**src/sv/hmt_pkg.sv**
```systemverilog
`timescale 1ns / 1ps

package hmt_pkg;

   localparam int BIN_COUNT_DEF  = 256;
   localparam int COUNT_BITS_DEF = 20;
   localparam int FRAC_BITS_DEF  = 16;

   localparam int PASS_W  = 13;
   localparam int LIMIT_W = 12;
   localparam logic [LIMIT_W-1:0] PASS_LIMIT_RESET = 12'd1000;

   typedef enum logic [1:0] {
      STATUS_VALLEY   = 2'd0,
      STATUS_MIDPOINT = 2'd1,
      STATUS_SINGLE   = 2'd2,
      STATUS_NONE     = 2'd3
   } status_type;

   typedef struct packed {
      logic              clear;
      logic              acc_take;
      logic              acc_write;
      logic              stream_start;
      logic              stream_smooth;
      logic              src_bank;
      logic              rsp_load;
      status_type        rsp_status;
      logic [PASS_W-1:0] rsp_passes;
      logic              rsp_limit;
   } hmt_cmd_type;

   typedef struct packed {
      logic       clear_done;
      logic       stream_done;
      logic       rsp_free;
      logic [1:0] levels;
      logic [1:0] peaks;
      logic       valley_found;
   } hmt_stat_type;

endpackage

```
**src/sv/hmt_ctrl.sv**
```systemverilog
`timescale 1ns / 1ps

module hmt_ctrl
   import hmt_pkg::*;
(
   input  logic               clock,
   input  logic               reset,
   input  logic               req_tvalid,
   input  logic               req_tlast,
   output logic               req_tready,
   input  logic               csr_valid,
   input  logic [LIMIT_W-1:0] csr_data,
   output logic               csr_ready,
   output hmt_cmd_type        cmd,
   input  hmt_stat_type       stat
);

   typedef enum logic [7:0] {
      ST_CLEAR  = 8'b0000_0001,
      ST_ACC    = 8'b0000_0010,
      ST_ACC_WR = 8'b0000_0100,
      ST_DECIDE = 8'b0000_1000,
      ST_SCAN   = 8'b0001_0000,
      ST_SMOOTH = 8'b0010_0000,
      ST_VALLEY = 8'b0100_0000,
      ST_RESULT = 8'b1000_0000
   } state_type;

   state_type          state_ff, state_in;
   logic               cur_ff, cur_in;
   logic [PASS_W-1:0]  passes_ff, passes_in;
   logic [PASS_W-1:0]  passes_next;
   logic               limit_ff, limit_in;
   status_type         status_ff, status_in;
   logic               start_ff, start_in;
   logic               smooth_ff, smooth_in;
   logic               last_ff, last_in;
   logic [LIMIT_W-1:0] max_ff, max_in;

   assign csr_ready   = 1'b1;
   assign req_tready  = (state_ff == ST_ACC);
   assign passes_next = passes_ff + 1'b1;

   always_comb begin
      cmd.clear         = (state_ff == ST_CLEAR);
      cmd.acc_take      = (state_ff == ST_ACC) && req_tvalid;
      cmd.acc_write     = (state_ff == ST_ACC_WR);
      cmd.stream_start  = start_ff;
      cmd.stream_smooth = smooth_ff;
      cmd.src_bank      = cur_ff;
      cmd.rsp_load      = (state_ff == ST_RESULT) && stat.rsp_free;
      cmd.rsp_status    = status_ff;
      cmd.rsp_passes    = passes_ff;
      cmd.rsp_limit     = limit_ff;
   end

   always_comb begin
      state_in  = state_ff;
      cur_in    = cur_ff;
      passes_in = passes_ff;
      limit_in  = limit_ff;
      status_in = status_ff;
      start_in  = 1'b0;
      smooth_in = smooth_ff;
      last_in   = last_ff;
      max_in    = csr_valid ? csr_data : max_ff;
      unique case (state_ff)
         ST_CLEAR: begin
            cur_in = 1'b0;
            if (stat.clear_done) begin
               state_in = ST_ACC;
            end
         end
         ST_ACC: begin
            if (req_tvalid) begin
               last_in  = req_tlast;
               state_in = ST_ACC_WR;
            end
         end
         ST_ACC_WR: begin
            state_in = last_ff ? ST_DECIDE : ST_ACC;
         end
         ST_DECIDE: begin
            passes_in = '0;
            limit_in  = 1'b0;
            priority if (stat.levels <= 2'd1) begin
               status_in = STATUS_SINGLE;
               state_in  = ST_RESULT;
            end else if (stat.levels == 2'd2) begin
               status_in = STATUS_MIDPOINT;
               state_in  = ST_RESULT;
            end else begin
               start_in  = 1'b1;
               smooth_in = 1'b0;
               state_in  = ST_SCAN;
            end
         end
         ST_SCAN: begin
            if (stat.stream_done) begin
               start_in = 1'b1;
               if (stat.peaks == 2'd2) begin
                  smooth_in = 1'b0;
                  state_in  = ST_VALLEY;
               end else begin
                  smooth_in = 1'b1;
                  state_in  = ST_SMOOTH;
               end
            end
         end
         ST_SMOOTH: begin
            if (stat.stream_done) begin
               passes_in = passes_next;
               start_in  = 1'b1;
               // over the limit: drop this pass and search the previous histogram
               priority if (passes_next > {1'b0, max_ff}) begin
                  limit_in  = 1'b1;
                  smooth_in = 1'b0;
                  state_in  = ST_VALLEY;
               end else if (stat.peaks == 2'd2) begin
                  cur_in    = ~cur_ff;
                  smooth_in = 1'b0;
                  state_in  = ST_VALLEY;
               end else begin
                  cur_in    = ~cur_ff;
                  smooth_in = 1'b1;
               end
            end
         end
         ST_VALLEY: begin
            if (stat.stream_done) begin
               status_in = stat.valley_found ? STATUS_VALLEY : STATUS_NONE;
               state_in  = ST_RESULT;
            end
         end
         ST_RESULT: begin
            if (stat.rsp_free) begin
               state_in = ST_CLEAR;
            end
         end
         default: begin
            state_in = ST_CLEAR;
         end
      endcase
   end

   always_ff @(posedge clock) begin
      if (reset) begin
         state_ff  <= ST_CLEAR;
         cur_ff    <= 1'b0;
         passes_ff <= '0;
         limit_ff  <= 1'b0;
         status_ff <= STATUS_SINGLE;
         start_ff  <= 1'b0;
         smooth_ff <= 1'b0;
         last_ff   <= 1'b0;
         max_ff    <= PASS_LIMIT_RESET;
      end else begin
         state_ff  <= state_in;
         cur_ff    <= cur_in;
         passes_ff <= passes_in;
         limit_ff  <= limit_in;
         status_ff <= status_in;
         start_ff  <= start_in;
         smooth_ff <= smooth_in;
         last_ff   <= last_in;
         max_ff    <= max_in;
      end
   end

`ifndef ASSERT_OFF
   a_smooth_within_limit: assert property (@(posedge clock) disable iff (reset)
      state_ff == ST_SMOOTH |-> passes_ff <= {1'b0, max_ff})
      else $error("smoothing continued past the pass limit");

   a_start_in_stream_state: assert property (@(posedge clock) disable iff (reset)
      start_ff |-> (state_ff == ST_SCAN || state_ff == ST_SMOOTH || state_ff == ST_VALLEY))
      else $error("stream started outside a scan state");

   a_state_one_hot: assert property (@(posedge clock) disable iff (reset)
      $onehot(state_ff))
      else $error("state register not one-hot");
`endif

endmodule

```
**config.mk**
```make
export PLATFORM = sky130hd
export DESIGN_NAME = hmt_ctrl
export DESIGN_NICKNAME = d
export VERILOG_FILES = /design/src/sv/hmt_pkg.sv /design/src/sv/hmt_ctrl.sv
export SDC_FILE = /design/constraint.sdc
export NUM_CORES = 1
export LEC_CHECK = 0
export ABC_AREA = 1
export CAP_MARGIN = 20
export CORE_ASPECT_RATIO = 0.7
export CORE_UTILIZATION = 51
export CTS_BUF_LIST = sky130_fd_sc_hd__clkbuf_8 sky130_fd_sc_hd__clkbuf_16
export DETAILED_ROUTE_END_ITERATION = 10
export DONT_BUFFER_PORTS = 1
export PLACE_DENSITY = 0.66
export SYNTH_ARGS = -nofsm -noshare
export SYNTH_HDL_FRONTEND = slang
export SYNTH_SLANG_ARGS = --single-unit
```
**constraint.sdc**
```tcl
create_clock -name clock -period 3 [get_ports clock]
set_input_delay 0.3 -clock clock [delete_from_list [all_inputs] [get_ports clock]]
set_output_delay 0.3 -clock clock [all_outputs]
set_load 0.01 [all_outputs]
```
# Word-level counts from Yosys, hierarchy flattened
# Index checks and enable logic that the tools add are counted.
# classes
add_sub_neg	1
n_mul	0
div	0
n_lt_le_gt_ge	2
eq_ne	22
shifts	0
mux	37
n_bitwise	1
n_reduce_logical	14
# op_table
cell	count
2-to-1 mux 8 bit	10
case mux 8 bit (8 select lines)	1
case mux 13 bit (2 select lines)	1
inequality test 2 bit, second input constant	9
adder 13 x 1 -> 13 bit, second input constant	1
greater-than comparator 13 x 12 -> 1 bit	1
2-to-1 mux 1 bit	13
2-to-1 mux 13 bit	1
AND reduction 3 bit	3
== test 8 x 1 -> 1 bit, second input constant	1
== test 8 x 2 -> 1 bit, second input constant	1
== test 8 x 3 -> 1 bit, second input constant	1
== test 8 x 4 -> 1 bit, second input constant	1
== test 8 x 5 -> 1 bit, second input constant	1
== test 8 x 6 -> 1 bit, second input constant	1
== test 8 x 7 -> 1 bit, second input constant	1
== test 8 bit, second input constant	1
2-to-1 mux 2 bit	4
2-to-1 mux 7 bit	1
AND reduction 7 bit	1
inequality test 3 bit, second input constant	2
case mux 1 bit (2 select lines)	3
nonzero test 2 bit	3
AND reduction 5 bit	1
other kinds (11)	14
# word_totals
ff_bits	40
latchBits	0
ram_bits	0
rom_bits	0
input_bits	25
wordCells	86
n_memories	0

# Logic depth before layout (Yosys ltp)
# depth
ltp_word	5
ltp_mapped	20
depth_no_buf	20

# Least setup slack after synthesis
# No wires, ideal clock.
# synth_timing
path_type	reg-to-reg
startpoint	register passes_ff[0]
endpoint	register cur_ff
t_arrival_ps	2393
slack_ps	540
path_stages_with_launch	16
cell_sequence	dfxtp_1 nand3_1 nand3b_1 nor2_1 nand2_1 nor3_2 xnor2_1 clkinv_1 ha_1 nand3_1 nor2_4 nand3_2 nand2_4 nand2_2 or2_1 a21oi_2
# synth_via
elab_chain_len	4
# synth_rtl
element	line	rtl
from (decl)	hmt_ctrl.sv:31	logic [PASS_W-1:0] passes_ff, passes_in;
from (signal assigned)	hmt_ctrl.sv:160	passes_ff <= passes_in;
adder 13 x 1 -> 13 bit	hmt_ctrl.sv:42	assign passes_next = passes_ff + 1'b1;
greater-than comparator 13 x 12 -> 1 bit	hmt_ctrl.sv:115	priority if (passes_next > {1'b0, max_ff}) begin
inequality test 2 bit (no source line)	--	
AND reduction 3 bit (no source line)	--	
to (signal assigned)	hmt_ctrl.sv:159	cur_ff <= cur_in;
to (decl)	hmt_ctrl.sv:30	logic cur_ff, cur_in;
# Every way passes these cells.
# A chain may end at the register's enable or synchronous reset.

# Worst setup path in the final report
# layout_timing
startpoint	register passes_ff[1]
endpoint	register state_ff[3]
# layout_via
elab_chain_len	5
# layout_rtl
element	line	rtl
adder 13 x 1 -> 13 bit *	hmt_ctrl.sv:42	
greater-than comparator 13 x 12 -> 1 bit *	hmt_ctrl.sv:115	
2-to-1 mux 8 bit	hmt_ctrl.sv:115	
2-to-1 mux 8 bit	hmt_ctrl.sv:111	if (stat.stream_done) begin
case mux 8 bit (8 select lines)	hmt_ctrl.sv:67	unique case (state_ff)
to (signal assigned)	hmt_ctrl.sv:158	state_ff <= state_in;
to (decl)	hmt_ctrl.sv:29	state_type state_ff, state_in;
# Mark *: on every way between the ends. The rest lies on a longest branch, timed or not. The select of a mux whose other input is x is not followed.

==> run summary <==
Synth Area in XOR/XNOR: 2.93%
CP Max Fanout: 5
first-pass GRT wire length: 9110 um
post-synthesis mux area share: 0%
Yosys top cell area share: 33.4%
Slew @ Worst Pin: 637 ps
Worst Setup EP: state_ff[3]
Slowest-stage cell, CP: dfxtp_1
RSZ-0062 raised after global routing: false
Crit path max-delay family: simple AND/OR/NAND/NOR gates
HP Class: input port to flip-flop
Final GP Congestion: 0.868
pwr dens: 502 mW/mm^2
Sequential Power Share: 46.8%
largest net degree at the start of global routing: 26
Detailed Route WL: 5470 um
required time worst endpoint: 3200 ps
Commonest cells post-synth: 65 x nand2_1, 56 x inv_1, 40 x dfxtp_1
CTS tree: yes
Max Freq: 0.368 GHz
Rel. slew slack: 57.2%
die height: 59.3 um
I/O Pins: 50
Max Root-Sink Buffers: 2
Synth Register Bits: 40
most numerous cell in the Yosys netlist: nand2_1
Clock transition at path regs: 80 ps
WP buf/inv: 3
count of pins over their slew limit: 0
drc violations: 4
largest family of logic cells by synthesized area: simple AND/OR/NAND/NOR gates
post-synthesis cell type count: 38
# Max-Cap Violations: 0
Ant. Diodes: 0
Leakage: 1.15 nW
Buffers on Ports: 0
vias after detailed routing: 2013
post-route ant nets: 0
Critical Path End Type: flip-flop
CTS buffer count: 5
Ys Warns: 0
row count: 20
crit-path max cell delay: 460 ps
failing checks: DRC
worst setup path startpoint: passes_ff[1]
Area growth syn-to-layout: 5.22%
startpoint types: flip-flop
Total GRT Usage: 24.1%
Worst VDD drop: 0.275 mV
Fin Clk Skew: 3.60 ps
starting DRC count in detailed routing: 119
Hold Vio Cnt, Final: 0
reg2reg end: state_ff[3]
Compound-Gate Fraction of Synth Area: 13.0%
layout net count: 374
routed vias/inst: 5.15
Async SR Flop Fraction: 0%
share of cells above drive strength 1: 12.5%
Post-synth EDFFs: 0
Synth Net Count: 376
Comb pwr share: 23.2%
CTS Sinks: 40
Clock Power Share: 30.0%
R2R cell count: 17
vias in the first global route: 1758
Sw Ratio: 32.9%
CP arrival: 2920 ps
Yosys top cell by area: dfxtp_1
internal power: 0.849 mW
sequential-to-total area share from yosys stat: 33.4%
syn avg cell area: 7.11 sq um
switching pwr: 0.416 mW
Core ar.: 0.00443 sq mm
top_reg_cell synth: dfxtp_1
Post-Synth Simple-Gate Area: 31.0%
TNS Setup: 0 ps
fin crit period: 2720 ps
CP cell instances: nand3_1 > nand3b_1 > nor2_1 > nand2_1 > nor3_2 > xnor2_1 > clkinv_1 > ha_1 > nand3_1 > nor2_4 > nand3_2 > nand2_4 > nand3_4 > nand2_2 > inv_2 > nand3b_1 > inv_1
Mapped Area: 0.00239 sq mm
period utilization: 90.6%
total grt overflow: 0
worst-skew pair later-pin latency: 300 ps
synthesized instance count: 337
Final setup viols: 0
top post-synthesis cells by area: dfxtp_1 33%, nand2_1 10%, inv_1 8.8%
first drt pass iteration count: 7
Root Driver: clkbuf_8
Synth Area in Adders: 7.31%
die area: 0.00498 sq mm
H-tree levels: 2
initial antenna violation count: 0
R2R Setup Slk: 280 ps
DPL Wire Length: 4260 um
status: finished, violations left
placed cell areas: 0.00242 sq mm
Die Wd: 83.9 um
post-route cell area: 0.00252 sq mm
Stages on worst setup path: 17
Reg-to-Reg Start: passes_ff[1]
WS Path Type: flip-flop to flip-flop
Initial Util: 54.1%
routed length per instance: 14.0 um
==> power by group through the flow <==
| stage | Combinational (mW) | Sequential [mW] | Clock (mW) |
|---|---|---|---|
| 2_1_floorplan | 0.245 | 0.597 | 0 |
| 3_3_place_gp | 0.290 | 0.604 | 0 |
| 3_5_place_dp | 0.290 | 0.604 | 0 |
| 4_1_cts | 0.293 | 0.592 | 0.388 |
| 5_1_grt | 0.335 | 0.598 | 0.414 |
| 6_report | 0.293 | 0.592 | 0.379 |
==> routing by layer <==
layer / GRT usage (%) / up-vias / part of all wire, % / wire, um
met1: 37.2 / 886 / 54 / 2960
met4: 5.17 / 0 / 0.77 / 42
met5: 0 / - / 0 / 0
met2: 32.0 / 60 / 38 / 2060
li1: - / 1062 / - / -
met3: 7.38 / 5 / 7.6 / 415
==> layout make-up <==
cell class,instances,area (sq um)
inverters,59,221
flip-flops and latches,40,803
clock inverters,2,11.3
repair buffers,4,30.0
fillers,433,1910
well taps,55,68.8
multi-input cells,225,1300
clock buffers,6,82.6
==> through the flow <==
step / instances / setup WS [ps] / total power [mW] / hold WS, ps / util (%)
floorplan: 337 / 540 / 0.842 / 422 / -
global route: 391 / 14.7 / 1.35 / 37.4 / 56.9
finish: 391 / 282 / 1.26 / 57.7 / 56.9
global placement: 383 / 316 / 0.894 / 366 / 54.7
CTS: 391 / 248 / 1.27 / 44.5 / 56.8
detailed placement: 383 / 279 / 0.894 / 368 / 54.7
==> cell usage in the layout (no fill, tap or decap), drive strengths merged, types with 3 or more instances in the layout <==
cell / count
nand3b: 3
nand3: 15
a21oi: 36
nand2: 74
buf: 4
nor3: 4
or2: 3
dfxtp: 40
ha: 14
nor4: 5
nor2: 31
xor2: 7
o21ai: 21
nand4: 5
inv: 59
clkbuf: 6
==> worst min-delay path by stage <==
stage / endpoint / start / cells after the start
finish: state_ff[2] / reset / 1
global route: passes_ff[2] / reset / 1
detailed placement: cur_ff / reset / 1
floorplan: max_ff[6] / csr_data[6] / 2
CTS: cur_ff / reset / 1
global placement: cur_ff / reset / 1
==> worst reg2reg max path: stages, from the launching register on <==
cell	delay (ps)
dfxtp_1	460
nand3_1	140
nand3b_1	200
nor2_1	150
nand2_1	130
nor3_2	140
xnor2_1	140
clkinv_1	110
ha_1	300
nand3_1	120
nor2_4	140
nand3_2	110
nand2_4	120
nand3_4	100
nand2_2	110
inv_2	40
nand3b_1	70
inv_1	50
==> cells by family after synthesis <==
logic type / count (synthesis)
compound gates: 60
buf+inv: 72
xor+xnor: 8
other cells: 1
fa+ha+maj: 14
flops: 40
simple gates: 142
==> timing repair <==
item,in CTS,in global routing
resized for setup,0,2
setup buffers,0,0
endpoints found under the hold margin,0,0
endpoints found under the setup margin,0,2
hold buffers,0,0
==> registers in the layout, summed over array words and instances (netlist names) <==
| name | cells |
|---|---|
| passes_ff | 13 |
| max_ff | 12 |
| state_ff | 8 |
| smooth_ff | 1 |
| last_ff | 1 |
| cur_ff | 1 |
| start_ff | 1 |
| limit_ff | 1 |
| status_ff | 2 |
Power figures use the tool's default switching activity.
